$ cat src/rtl/fftfd_pkg.sv
`timescale 1ns / 1ps
// Package for the stop-bit template field decoder.
// Holds widths, field position codes and the state and result structs.
// No dependencies.
package fftfd_pkg;

    localparam int BYTE_W      = 8;
    localparam int PAYLOAD_W   = 7;
    localparam int VALUE_W     = 63;
    localparam int CODE_W      = 4;
    localparam int TEMPLATE_W  = 14;
    localparam int GROUP_W     = 4;

    localparam int MAX_INT_BYTES_DEF = 9;

    localparam logic [TEMPLATE_W-1:0] TEMPLATE_RESET = TEMPLATE_W'(1);
    localparam logic [GROUP_W-1:0]    GROUP_MAX      = '1;

    // Field position; its value doubles as the reported field code.
    typedef enum logic [CODE_W-1:0] {
        POS_SEQ      = 4'd0,
        POS_PMAP     = 4'd1,
        POS_TEMPLATE = 4'd2,
        POS_SYMBOL   = 4'd3,
        POS_TYPE     = 4'd4,
        POS_PRICE    = 4'd5,
        POS_SIZE     = 4'd6,
        POS_TIME     = 4'd7,
        POS_UNKNOWN  = 4'd8
    } field_pos_t;

    typedef struct packed {
        field_pos_t           pos;
        logic [VALUE_W-1:0]   acc;
        logic [GROUP_W-1:0]   groups;
        logic                 ovf;
    } dec_state_t;

    typedef struct packed {
        logic [CODE_W-1:0]    code;
        logic [VALUE_W-1:0]   value;
        logic                 is_char;
        logic                 last;
        logic                 overflow;
    } dec_result_t;

endpackage

$ cat src/rtl/fftfd_field_step.sv
`timescale 1ns / 1ps
// One decode step: next field state and the optional result for one byte.
// Depends on fftfd_pkg.
module fftfd_field_step #(
    parameter int MaxIntBytes = fftfd_pkg::MAX_INT_BYTES_DEF
) (
    input  fftfd_pkg::dec_state_t                    state,
    input  logic [fftfd_pkg::BYTE_W-1:0]             data_byte,
    input  logic                                     start_of_message,
    input  logic [fftfd_pkg::TEMPLATE_W-1:0]         handled_template,
    output fftfd_pkg::dec_state_t                    state_next,
    output logic                                     res_valid,
    output fftfd_pkg::dec_result_t                   result
);

    localparam logic [fftfd_pkg::GROUP_W-1:0] GroupLimit =
        fftfd_pkg::GROUP_W'(MaxIntBytes);

    fftfd_pkg::dec_state_t                 cur;
    logic                                  stop;
    logic [fftfd_pkg::PAYLOAD_W-1:0]       payload;
    logic [fftfd_pkg::VALUE_W-1:0]         acc_shift;
    logic                                  ovf_upd;
    logic [fftfd_pkg::GROUP_W-1:0]         groups_upd;
    logic                                  tmpl_match;

    assign stop    = data_byte[fftfd_pkg::BYTE_W-1];
    assign payload = data_byte[fftfd_pkg::PAYLOAD_W-1:0];

    // Start of message drops any partial field.
    always_comb
    begin
        if (start_of_message)
        begin
            cur.pos    = fftfd_pkg::POS_SEQ;
            cur.acc    = '0;
            cur.groups = '0;
            cur.ovf    = 1'b0;
        end
        else
        begin
            cur = state;
        end
    end

    assign acc_shift  = {cur.acc[fftfd_pkg::VALUE_W-fftfd_pkg::PAYLOAD_W-1:0], payload};
    assign ovf_upd    = cur.ovf | (cur.groups >= GroupLimit);
    assign groups_upd = (cur.groups == fftfd_pkg::GROUP_MAX) ? cur.groups
                                                            : cur.groups + fftfd_pkg::GROUP_W'(1);
    assign tmpl_match = (acc_shift ==
        {{(fftfd_pkg::VALUE_W-fftfd_pkg::TEMPLATE_W){1'b0}}, handled_template});

    always_comb
    begin
        state_next      = cur;
        res_valid       = 1'b0;
        result.code     = cur.pos;
        result.value    = acc_shift;
        result.is_char  = 1'b0;
        result.last     = 1'b1;
        result.overflow = ovf_upd;

        if (cur.pos inside {fftfd_pkg::POS_SYMBOL, fftfd_pkg::POS_TIME})
        begin
            // String field: one character per byte.
            res_valid       = 1'b1;
            result.value    = {{(fftfd_pkg::VALUE_W-fftfd_pkg::PAYLOAD_W){1'b0}}, payload};
            result.is_char  = 1'b1;
            result.last     = stop;
            result.overflow = 1'b0;
            if (stop)
            begin
                state_next.pos = (cur.pos == fftfd_pkg::POS_SYMBOL) ? fftfd_pkg::POS_TYPE
                                                                    : fftfd_pkg::POS_SEQ;
            end
        end
        else if (!stop)
        begin
            // Integer field: gather the group, no result yet.
            state_next.acc    = acc_shift;
            state_next.groups = groups_upd;
            state_next.ovf    = ovf_upd;
        end
        else
        begin
            res_valid         = 1'b1;
            state_next.acc    = '0;
            state_next.groups = '0;
            state_next.ovf    = 1'b0;
            case (cur.pos)
                fftfd_pkg::POS_SEQ:      state_next.pos = fftfd_pkg::POS_PMAP;
                fftfd_pkg::POS_PMAP:     state_next.pos = fftfd_pkg::POS_TEMPLATE;
                fftfd_pkg::POS_TEMPLATE: state_next.pos = tmpl_match ? fftfd_pkg::POS_SYMBOL
                                                                     : fftfd_pkg::POS_UNKNOWN;
                fftfd_pkg::POS_TYPE:     state_next.pos = fftfd_pkg::POS_PRICE;
                fftfd_pkg::POS_PRICE:    state_next.pos = fftfd_pkg::POS_SIZE;
                fftfd_pkg::POS_SIZE:     state_next.pos = fftfd_pkg::POS_TIME;
                default:                 state_next.pos = fftfd_pkg::POS_UNKNOWN;
            endcase
        end
    end

endmodule

$ cat src/rtl/fftfd_out_buffer.sv
`timescale 1ns / 1ps
// Two-entry output register with skid slot for decoded results.
// Depends on fftfd_pkg.
module fftfd_out_buffer (
    input  logic                    clk,
    input  logic                    rst_n,
    input  logic                    push,
    input  fftfd_pkg::dec_result_t  push_data,
    output logic                    space,
    output logic                    out_valid,
    input  logic                    out_ready,
    output fftfd_pkg::dec_result_t  out_data
);

    logic                   main_valid_reg, main_valid_next;
    logic                   skid_valid_reg, skid_valid_next;
    fftfd_pkg::dec_result_t main_data_reg,  main_data_next;
    fftfd_pkg::dec_result_t skid_data_reg,  skid_data_next;
    logic                   pop;

    assign pop       = main_valid_reg & out_ready;
    assign space     = ~skid_valid_reg;
    assign out_valid = main_valid_reg;
    assign out_data  = main_data_reg;

    always_comb
    begin
        main_valid_next = main_valid_reg;
        skid_valid_next = skid_valid_reg;
        main_data_next  = main_data_reg;
        skid_data_next  = skid_data_reg;
        if (skid_valid_reg)
        begin
            if (pop)
            begin
                main_data_next  = skid_data_reg;
                skid_valid_next = 1'b0;
            end
        end
        else if (main_valid_reg)
        begin
            if (push && pop)
            begin
                main_data_next = push_data;
            end
            else if (push)
            begin
                skid_data_next  = push_data;
                skid_valid_next = 1'b1;
            end
            else if (pop)
            begin
                main_valid_next = 1'b0;
            end
        end
        else if (push)
        begin
            main_data_next  = push_data;
            main_valid_next = 1'b1;
        end
    end

    always_ff @(posedge clk or negedge rst_n)
    begin
        if (!rst_n)
        begin
            main_valid_reg <= 1'b0;
            skid_valid_reg <= 1'b0;
        end
        else
        begin
            main_valid_reg <= main_valid_next;
            skid_valid_reg <= skid_valid_next;
        end
    end

    always_ff @(posedge clk)
    begin
        main_data_reg <= main_data_next;
        skid_data_reg <= skid_data_next;
    end

endmodule

$ cat src/rtl/fast_fixed_template_field_decoder_unit.sv
`timescale 1ns / 1ps
// Top level of the stop-bit template field decoder.
// Depends on fftfd_pkg, fftfd_field_step and fftfd_out_buffer.
//
// Usage:
//   Input channel: one stream byte per beat (data_byte, start_of_message)
//   on in_valid/in_ready. Bit 7 of a byte ends the current field.
//   Output channel: one decoded result per beat (field_code, field_value,
//   is_char, last, overflow) on out_valid/out_ready. Integer bytes without
//   the stop bit produce no beat; string bytes produce one beat each.
//   Configuration: cfg_write_en writes cfg_write_data into the handled
//   template id at the clock edge; write only while the block is idle.
// Timing:
//   One byte per cycle sustained while in_ready is high. A result is registered
//   in the output buffer when its byte is taken; a single step of combinational
//   field logic lies between the field state registers and the output register.
// Reset:
//   rst_n clears the field state to the sequence number field and sets the
//   handled template id to 1; the output holds no beat.
// Stall:
//   While the receiver holds out_ready low, one more result parks in a skid
//   slot; in_ready then drops until the output drains.
module fast_fixed_template_field_decoder_unit #(
    parameter int MaxIntBytes = fftfd_pkg::MAX_INT_BYTES_DEF
) (
    input  logic                                  clk,
    input  logic                                  rst_n,
    input  logic                                  in_valid,
    output logic                                  in_ready,
    input  logic [fftfd_pkg::BYTE_W-1:0]          data_byte,
    input  logic                                  start_of_message,
    output logic                                  out_valid,
    input  logic                                  out_ready,
    output logic [fftfd_pkg::CODE_W-1:0]          field_code,
    output logic [fftfd_pkg::VALUE_W-1:0]         field_value,
    output logic                                  is_char,
    output logic                                  last,
    output logic                                  overflow,
    input  logic                                  cfg_write_en,
    input  logic [fftfd_pkg::TEMPLATE_W-1:0]      cfg_write_data
);

    fftfd_pkg::dec_state_t              state_reg, state_next;
    logic [fftfd_pkg::TEMPLATE_W-1:0]   template_reg;
    logic                               in_accept;
    logic                               res_valid;
    fftfd_pkg::dec_result_t             step_result;
    fftfd_pkg::dec_result_t             out_data;

    assign in_accept = in_valid & in_ready;

    // Advance the field state only on an accepted beat.
    always_ff @(posedge clk or negedge rst_n)
    begin
        if (!rst_n)
        begin
            state_reg.pos    <= fftfd_pkg::POS_SEQ;
            state_reg.acc    <= '0;
            state_reg.groups <= '0;
            state_reg.ovf    <= 1'b0;
        end
        else if (in_accept)
        begin
            state_reg <= state_next;
        end
    end

    always_ff @(posedge clk or negedge rst_n)
    begin
        if (!rst_n)
        begin
            template_reg <= fftfd_pkg::TEMPLATE_RESET;
        end
        else if (cfg_write_en)
        begin
            template_reg <= cfg_write_data;
        end
    end

    fftfd_field_step #(
        .MaxIntBytes (MaxIntBytes)
    ) u_step (
        .state            (state_reg),
        .data_byte        (data_byte),
        .start_of_message (start_of_message),
        .handled_template (template_reg),
        .state_next       (state_next),
        .res_valid        (res_valid),
        .result           (step_result)
    );

    // Push a result only for a taken byte that ends or carries a character.
    fftfd_out_buffer u_out (
        .clk       (clk),
        .rst_n     (rst_n),
        .push      (in_accept & res_valid),
        .push_data (step_result),
        .space     (in_ready),
        .out_valid (out_valid),
        .out_ready (out_ready),
        .out_data  (out_data)
    );

    assign field_code  = out_data.code;
    assign field_value = out_data.value;
    assign is_char     = out_data.is_char;
    assign last        = out_data.last;
    assign overflow    = out_data.overflow;

    // Skid slot fills only behind a held output beat.
    a_skid_behind_main: assert property (@(posedge clk) disable iff (!rst_n)
        !in_ready |-> out_valid)
        else $error("skid slot full while output register empty");

    // Characters come only from string fields and never flag overflow.
    a_char_fields: assert property (@(posedge clk) disable iff (!rst_n)
        out_valid && is_char |-> !overflow &&
            (field_code == fftfd_pkg::POS_SYMBOL || field_code == fftfd_pkg::POS_TIME))
        else $error("character beat from a non-string field");

    // Integer results always close their field.
    a_int_last: assert property (@(posedge clk) disable iff (!rst_n)
        out_valid && !is_char |-> last)
        else $error("integer result without last");

    // An empty gather has no value and no overflow.
    a_clear_field: assert property (@(posedge clk) disable iff (!rst_n)
        state_reg.groups == '0 |-> state_reg.acc == '0 && !state_reg.ovf)
        else $error("field state not cleared");

    // Start of message always restarts at the sequence number field.
    a_som_restart: assert property (@(posedge clk) disable iff (!rst_n)
        in_accept && start_of_message && !data_byte[fftfd_pkg::BYTE_W-1]
            |=> state_reg.pos == fftfd_pkg::POS_SEQ)
        else $error("start of message did not restart decoding");

endmodule

$ cat config.mk
export PLATFORM = sky130hd
export DESIGN_NAME = fast_fixed_template_field_decoder_unit
export DESIGN_NICKNAME = d
export VERILOG_FILES = /design/src/rtl/fftfd_pkg.sv /design/src/rtl/fftfd_field_step.sv /design/src/rtl/fftfd_out_buffer.sv /design/src/rtl/fast_fixed_template_field_decoder_unit.sv
export SDC_FILE = /design/constraint.sdc
export NUM_CORES = 1
export LEC_CHECK = 0
export BUFFER_PORTS_ARGS = -buffer_cell sky130_fd_sc_hd__buf_4
export CORE_ASPECT_RATIO = 2
export CORE_MARGIN = 1
export CORE_UTILIZATION = 63
export CTS_CLUSTER_DIAMETER = 200
export DETAILED_ROUTE_END_ITERATION = 8
export PLACE_DENSITY = 0.95
export RECOVER_POWER = 50
export SYNTH_ARGS = -nofsm -noshare
export SYNTH_HDL_FRONTEND = slang
export SYNTH_SLANG_ARGS = --single-unit
$ cat constraint.sdc
create_clock -name clk -period 20 [get_ports clk]
set_input_delay 4 -clock clk [delete_from_list [all_inputs] [get_ports clk]]
set_output_delay 4 -clock clk [all_outputs]
set_load 0.005 [all_outputs]
==> Word-level counts from Yosys, hierarchy flattened <==
Cells that the tools add are included.
{ "totals": {"regBits": 221, "input_bits": 28, "out_inout_bits": 72} }
{ "classes": {"add_sub_neg": 1, "magnitude_cmp": 1, "eq_ne": 11, "muxes": 26, "n_bitwise": 6, "reduce_logical": 6} }
{ "ops": {"columns": ["cell", "n"], "rows": [
  ["70-bit two-way mux", 5],
  ["61-bit two-way mux", 2],
  ["72-bit two-way mux", 1],
  ["66-bit two-way mux", 1],
  ["63-bit by 14-bit == test with 1-bit output", 1],
  ["4-bit case mux with 6 select lines", 1],
  ["4-bit two-way mux", 5],
  ["4-bit by 3-bit == test with 1-bit output, second input constant", 4],
  ["1-bit two-way mux", 10],
  ["4-bit by 2-bit == test with 1-bit output, second input constant", 2],
  ["4-bit by 1-bit adder with 4-bit output, second input constant", 1],
  ["4-bit by 1-bit == test with 1-bit output, second input constant", 1],
  ["4-bit == test, second input constant", 1],
  ["4-bit >= comparator, second input constant", 1],
  ["4-bit zero test", 1],
  ["4-bit AND reduction", 1],
  ["1-bit AND", 3],
  ["3-bit two-way mux", 1],
  ["3-bit inequality test, second input constant", 1],
  ["3-bit AND reduction", 1],
  ["3-bit nonzero test", 1],
  ["2-bit inequality test, second input constant", 1],
  ["1-bit inverter", 2],
  ["2-bit nonzero test", 1],
  ["2 further kinds", 2]
]} }

==> Longest topological paths before layout <==
{ "depth": {"depth_word": 9, "ltp_mapped": 12, "depth_no_buf": 9} }

==> By module <==
Synthesis repeated with hierarchy kept, for this count alone.
{ "hier_totals": {"cells_unflattened": 821, "area_unflattened_um2": 10694.0} }
{ "modules_own_cells": {"columns": ["mod", "instances", "cells_per_inst", "area_each_um2"], "rows": [
  ["fftfd_out_buffer", 1, 229, 5166.2],
  ["fast_fixed_template_field_decoder_unit", 1, 182, 3266.9],
  ["fftfd_field_step", 1, 410, 2260.9]
]} }

==> Worst setup path after synthesis <==
OpenSTA, ideal clock, no wires.
{ "synth_timing": {"kind": "input to register", "from": "input start_of_message", "to": "register u_out.skid_data_reg[0] (netlist bit) (enable)", "setup_time_ns": 0.599, "arrival_ns": 9.900, "setup_slack_ns": 9.502, "cell_stages": 7, "n_path_buf": 1, "path_cell_list": "buf_4 -> nand2b_1 -> inv_2 -> nand3b_2 -> nand2b_1 -> nand2_1 -> nor3b_1"} }
{ "synth_lines": {"columns": ["item", "line", "rtl"], "rows": [
  ["from (decl)", "fast_fixed_template_field_decoder_unit.sv:31", "input logic start_of_message,"],
  ["to (signal assigned)", "fftfd_out_buffer.sv:80", "skid_data_reg <= skid_data_next;"],
  ["to (decl)", "fftfd_out_buffer.sv:18", "fftfd_pkg::dec_result_t skid_data_reg, skid_data_next;"]
]} }

==> summary.md <==
| Metric | Value |
|---|---|
| Final wirelength | `20.28 mm` |
| First-pass GRT wire length | `32.77 mm` |
| Routed wirelength normalized by instance count | `20.26 µm` |
| Share of post-route cells with drive strength above 1 | `24.60%` |
| Warnings, synthesis | `0` |
| Initial DRC count | `811` |
| Routed via count | `6306` |
| Required time at the worst-slack endpoint | `20350 ps` |
| Cell variety after synth | `40` |
| Type of the most critical hold path | `flip-flop to flip-flop` |
| Crit path top cell by count | `inv_1` |
| Met2 wire length | `10.74 mm` |
| Floorplan die height | `174.7 µm` |
| CTS clk-pin slew, worst paths | `70 ps` |
| Number of clock sinks | `221` |
| Violations in the final reports | `max-capacitance violations, max-slew violations` |
| Netlist Area Pre-Place | `9392 µm²` |
| CTS Root Cell | `clkbuf_16` |
| Routed length on met3 | `1.245 mm` |
| Cell area after placement | `10270 µm²` |
| Final hold violations | `0` |
| Total number of placement rows | `62` |
| Register bit total from synthesis | `221` |
| Total of max-cap violations | `5` |
| Antenna diode count | `0` |
| Sequential cell area in the final layout | `6232 µm²` |
| Global Route Usage Sum | `27.87%` |
| Die area | `15430 µm²` |
| Metal1 wirelength | `7.154 mm` |
| IR Drop Worst-Case VDD | `0.00009889 V` |
| Total congestion overflow after global routing | `0` |
| Fmax | `0.1235 GHz` |
| Static Leak | `0.004210 µW` |
| Slew Limit Fails | `281` |
| Mapped Nets | `743` |
| Highest metal layer used by the detailed router | `met4` |
| Area of the placeable core | `14430 µm²` |
| Initial standard-cell utilization of the core | `65.09%` |
| RSZ-0062 raised after global routing | `no` |
| Share of flip-flops with an asynchronous set or reset after synthesis | `36.65%` |
| Total power per unit cell area | `116.3 nW/µm²` |
| Sum of internal, switching and leakage power | `1258 µW` |
| Maximum number of pins on one net before global-route repair | `82` |
| Area growth from synthesis to final layout | `15.23%` |
| Critical Path, Cell by Cell | `clkbuf_1 -> nand2b_1 -> inv_1 -> nand3b_2 -> inv_1 -> nor2_2 -> buf_4 -> and2_1 -> mux2_2` |
| Number of global-route vias before repair | `6391` |
| Final period util | `40.49%` |
| Die W | `88.34 µm` |
| Final setup TNS | `0 ps` |
| Category of the most critical setup path | `input port to flip-flop` |
| Clock latency reported for the late side of the worst-skew pair | `480 ps` |
| Crit end category | `flip-flop` |
| Buf/Inv on CP | `4` |
| Number of top-level pins | `100` |
| Slowest stage cell on the critical path | `clkbuf_1` |
| Maximum fanout count along the critical path | `71` |
| TritonCTS clock tree | `done` |
| Number of buffers inserted during clock tree synthesis | `19` |
| Number of endpoints failing setup at the final stage | `0` |
| Post-Syn Instances | `712` |
| Worst setup SP type | `input port` |
| Register area share after synthesis | `66.36%` |
| Skew final | `12.98 ps` |
| TritonRoute pass-1 iters | `6` |
| Finished layout cell area | `10820 µm²` |
| Final antenna-violating net count | `0` |
| Slew margin rel. | `-187.8%` |
| Quantity of hold-fixing buffers added after cts | `0` |
| Number of nets at the end of the flow | `828` |
| Buffer depth of the longest clock path | `3` |
| Setup fix buffers added after clock tree synthesis | `0` |
| Arr. time, crit path | `8450 ps` |
| Actual slew at the worst max-slew pin | `4316 ps` |
| Family with the most delay on the worst path | `buffers and inverters` |
| Number of enable-type register cells in the synthesized netlist | `140` |
| Peak per-stage delay on the critical path | `1950 ps` |
| DRC violations left | `0` |
| Cts repair resizes | `0` |
| Multi-input logic area | `2950 µm²` |
| Number of fill cells in the layout | `900` |
| Average cell area after synthesis | `13.19 µm²` |
| Prevailing post-synth register cell | `edfxtp_1` |
| Mean number of vias per cell | `6.300` |
| Result of the run | `complete, but fails checks` |
| Post-DP HPWL | `13.13 mm` |
| Fin crit period | `8098 ps` |
| Final GP Congestion | `0.8419` |
| Initial antenna violation count | `0` |
| Number of H-tree branching levels | `1` |
| Number of buffers inserted by port buffering | `99` |
==> layout by cell type, fill, tap and decap left out, types with 2 or more instances in the layout <==
cell	n
dfrtp_1	80
inv_1	11
clkbuf_8	2
and2_1	58
buf_4	23
o21ai_0	56
clkbuf_16	21
nand4_1	6
ha_1	3
nand2_1	76
a21oi_1	10
o21ai_1	16
nor2b_1	2
clkbuf_4	65
edfxtp_1	140
a22oi_1	51
nor4_1	12
o22ai_1	2
nand2b_1	18
mux2_2	77
clkbuf_1	24
a31oi_1	5
nor2_1	11
xnor2_1	7
a22o_1	2
xor2_1	3
nor3_1	6
nor2_2	2
==> routing by layer <==
layer	global-route usage [%]	vias to the layer above
met2	48.01	356
met5	0	-
met4	13.71	0
met3	3.543	101
li1	-	2784
met1	33.88	3065
==> area by class of cell <==
cell class                 instances  share of cell area (%)
clock inverter                     4                  0.4625
tap                              192                   2.220
timing repair buffer             106                   6.729
clock buffer                      29                   5.319
inverter                          12                  0.4162
sequential                       221                   57.59
multi-input combinational        437                   27.26
==> final timing paths <==
| check | to | slack [ps] | depth (start not counted) | start |
|---|---|---|---|---|
| worst max-delay path | u_out.out_data[56]$_DFFE_PP_ | 11900 | 9 | start_of_message |
| min in group asynchronous | template_reg[11]$_DFFE_PN0P_ | 5040 | 1 | rst_n |
| max in group asynchronous | state_reg[46]$_DFFE_PN0P_ | 12540 | 1 | rst_n |
| worst min register to register | template_reg[3]$_DFFE_PN0P_ | 530 | 1 | template_reg[3]$_DFFE_PN0P_ |
| worst max register to register | u_out.out_data[1]$_DFFE_PP_ | 16410 | 4 | u_out.skid_valid_reg$_DFF_PN0_ |
| worst min-delay path | template_reg[3]$_DFFE_PN0P_ | 530 | 1 | template_reg[3]$_DFFE_PN0P_ |
==> worst register-to-register path, stage by stage, from the launching register on <==
cell and delay, ps:
dfrtp_1 640, nor2b_1 480, nand2_1 170, a22oi_1 220, clkbuf_1 1630
==> power by group <==
group | internal, µW | switching (µW)
Sequential | 581 | 43.2
Combinational | 119 | 145
Clock | 213 | 156
==> kinds of logic (layout without fill, tap and decap cells) <==
logic type | count (synthesis) | in the layout | synth area share [%]
DFF | 221 | 221 | 66.36
and+or+nand+nor | 198 | 198 | 10.88
adders and majority gates | 3 | 3 | 0.3997
xor gates and xnor gates | 10 | 10 | 0.9327
muxes | 79 | 79 | 9.459
buffers and inverters | 54 | 151 | 2.331
AOI/OAI and AO/OA | 147 | 147 | 9.632
==> synthesized netlist by cell type, types with 2 or more instances <==
cell,n,share of area (%)
buf_2,10,0.53
nor2b_1,2,0.13
dfrtp_1,80,21
o21ai_0,56,3.0
buf_1,2,0.080
inv_1,9,0.36
a22oi_1,51,4.1
mux2_2,78,9.4
xor2_1,3,0.28
a31oi_1,5,0.33
nand2_1,76,3.0
nand4_1,6,0.40
nor2_1,13,0.52
nand2b_1,18,1.2
clkbuf_1,29,1.2
a22o_1,2,0.19
xnor2_1,7,0.65
inv_2,3,0.12
nor3_1,6,0.32
o21ai_1,16,0.85
and2_1,58,3.9
nor4_1,12,0.80
o22ai_1,2,0.13
nor3b_1,2,0.16
ha_1,3,0.40
edfxtp_1,140,45
a21oi_1,10,0.53
==> stage by stage <==
stage | std cells | utilization (%) | worst slack (ps) | hold slack [ps]
after floorplan | 712 | - | 9502 | 473.8
after global placement | 968 | 71.17 | 12940 | 495.9
after detailed placement | 968 | 71.17 | 12730 | 518.0
after CTS | 1001 | 75.50 | 13190 | 532.8
after global routing | 1001 | 75.00 | 11570 | 547.0
final | 1001 | 75.00 | 11900 | 531.8
(Power assumes the default switching activity.)
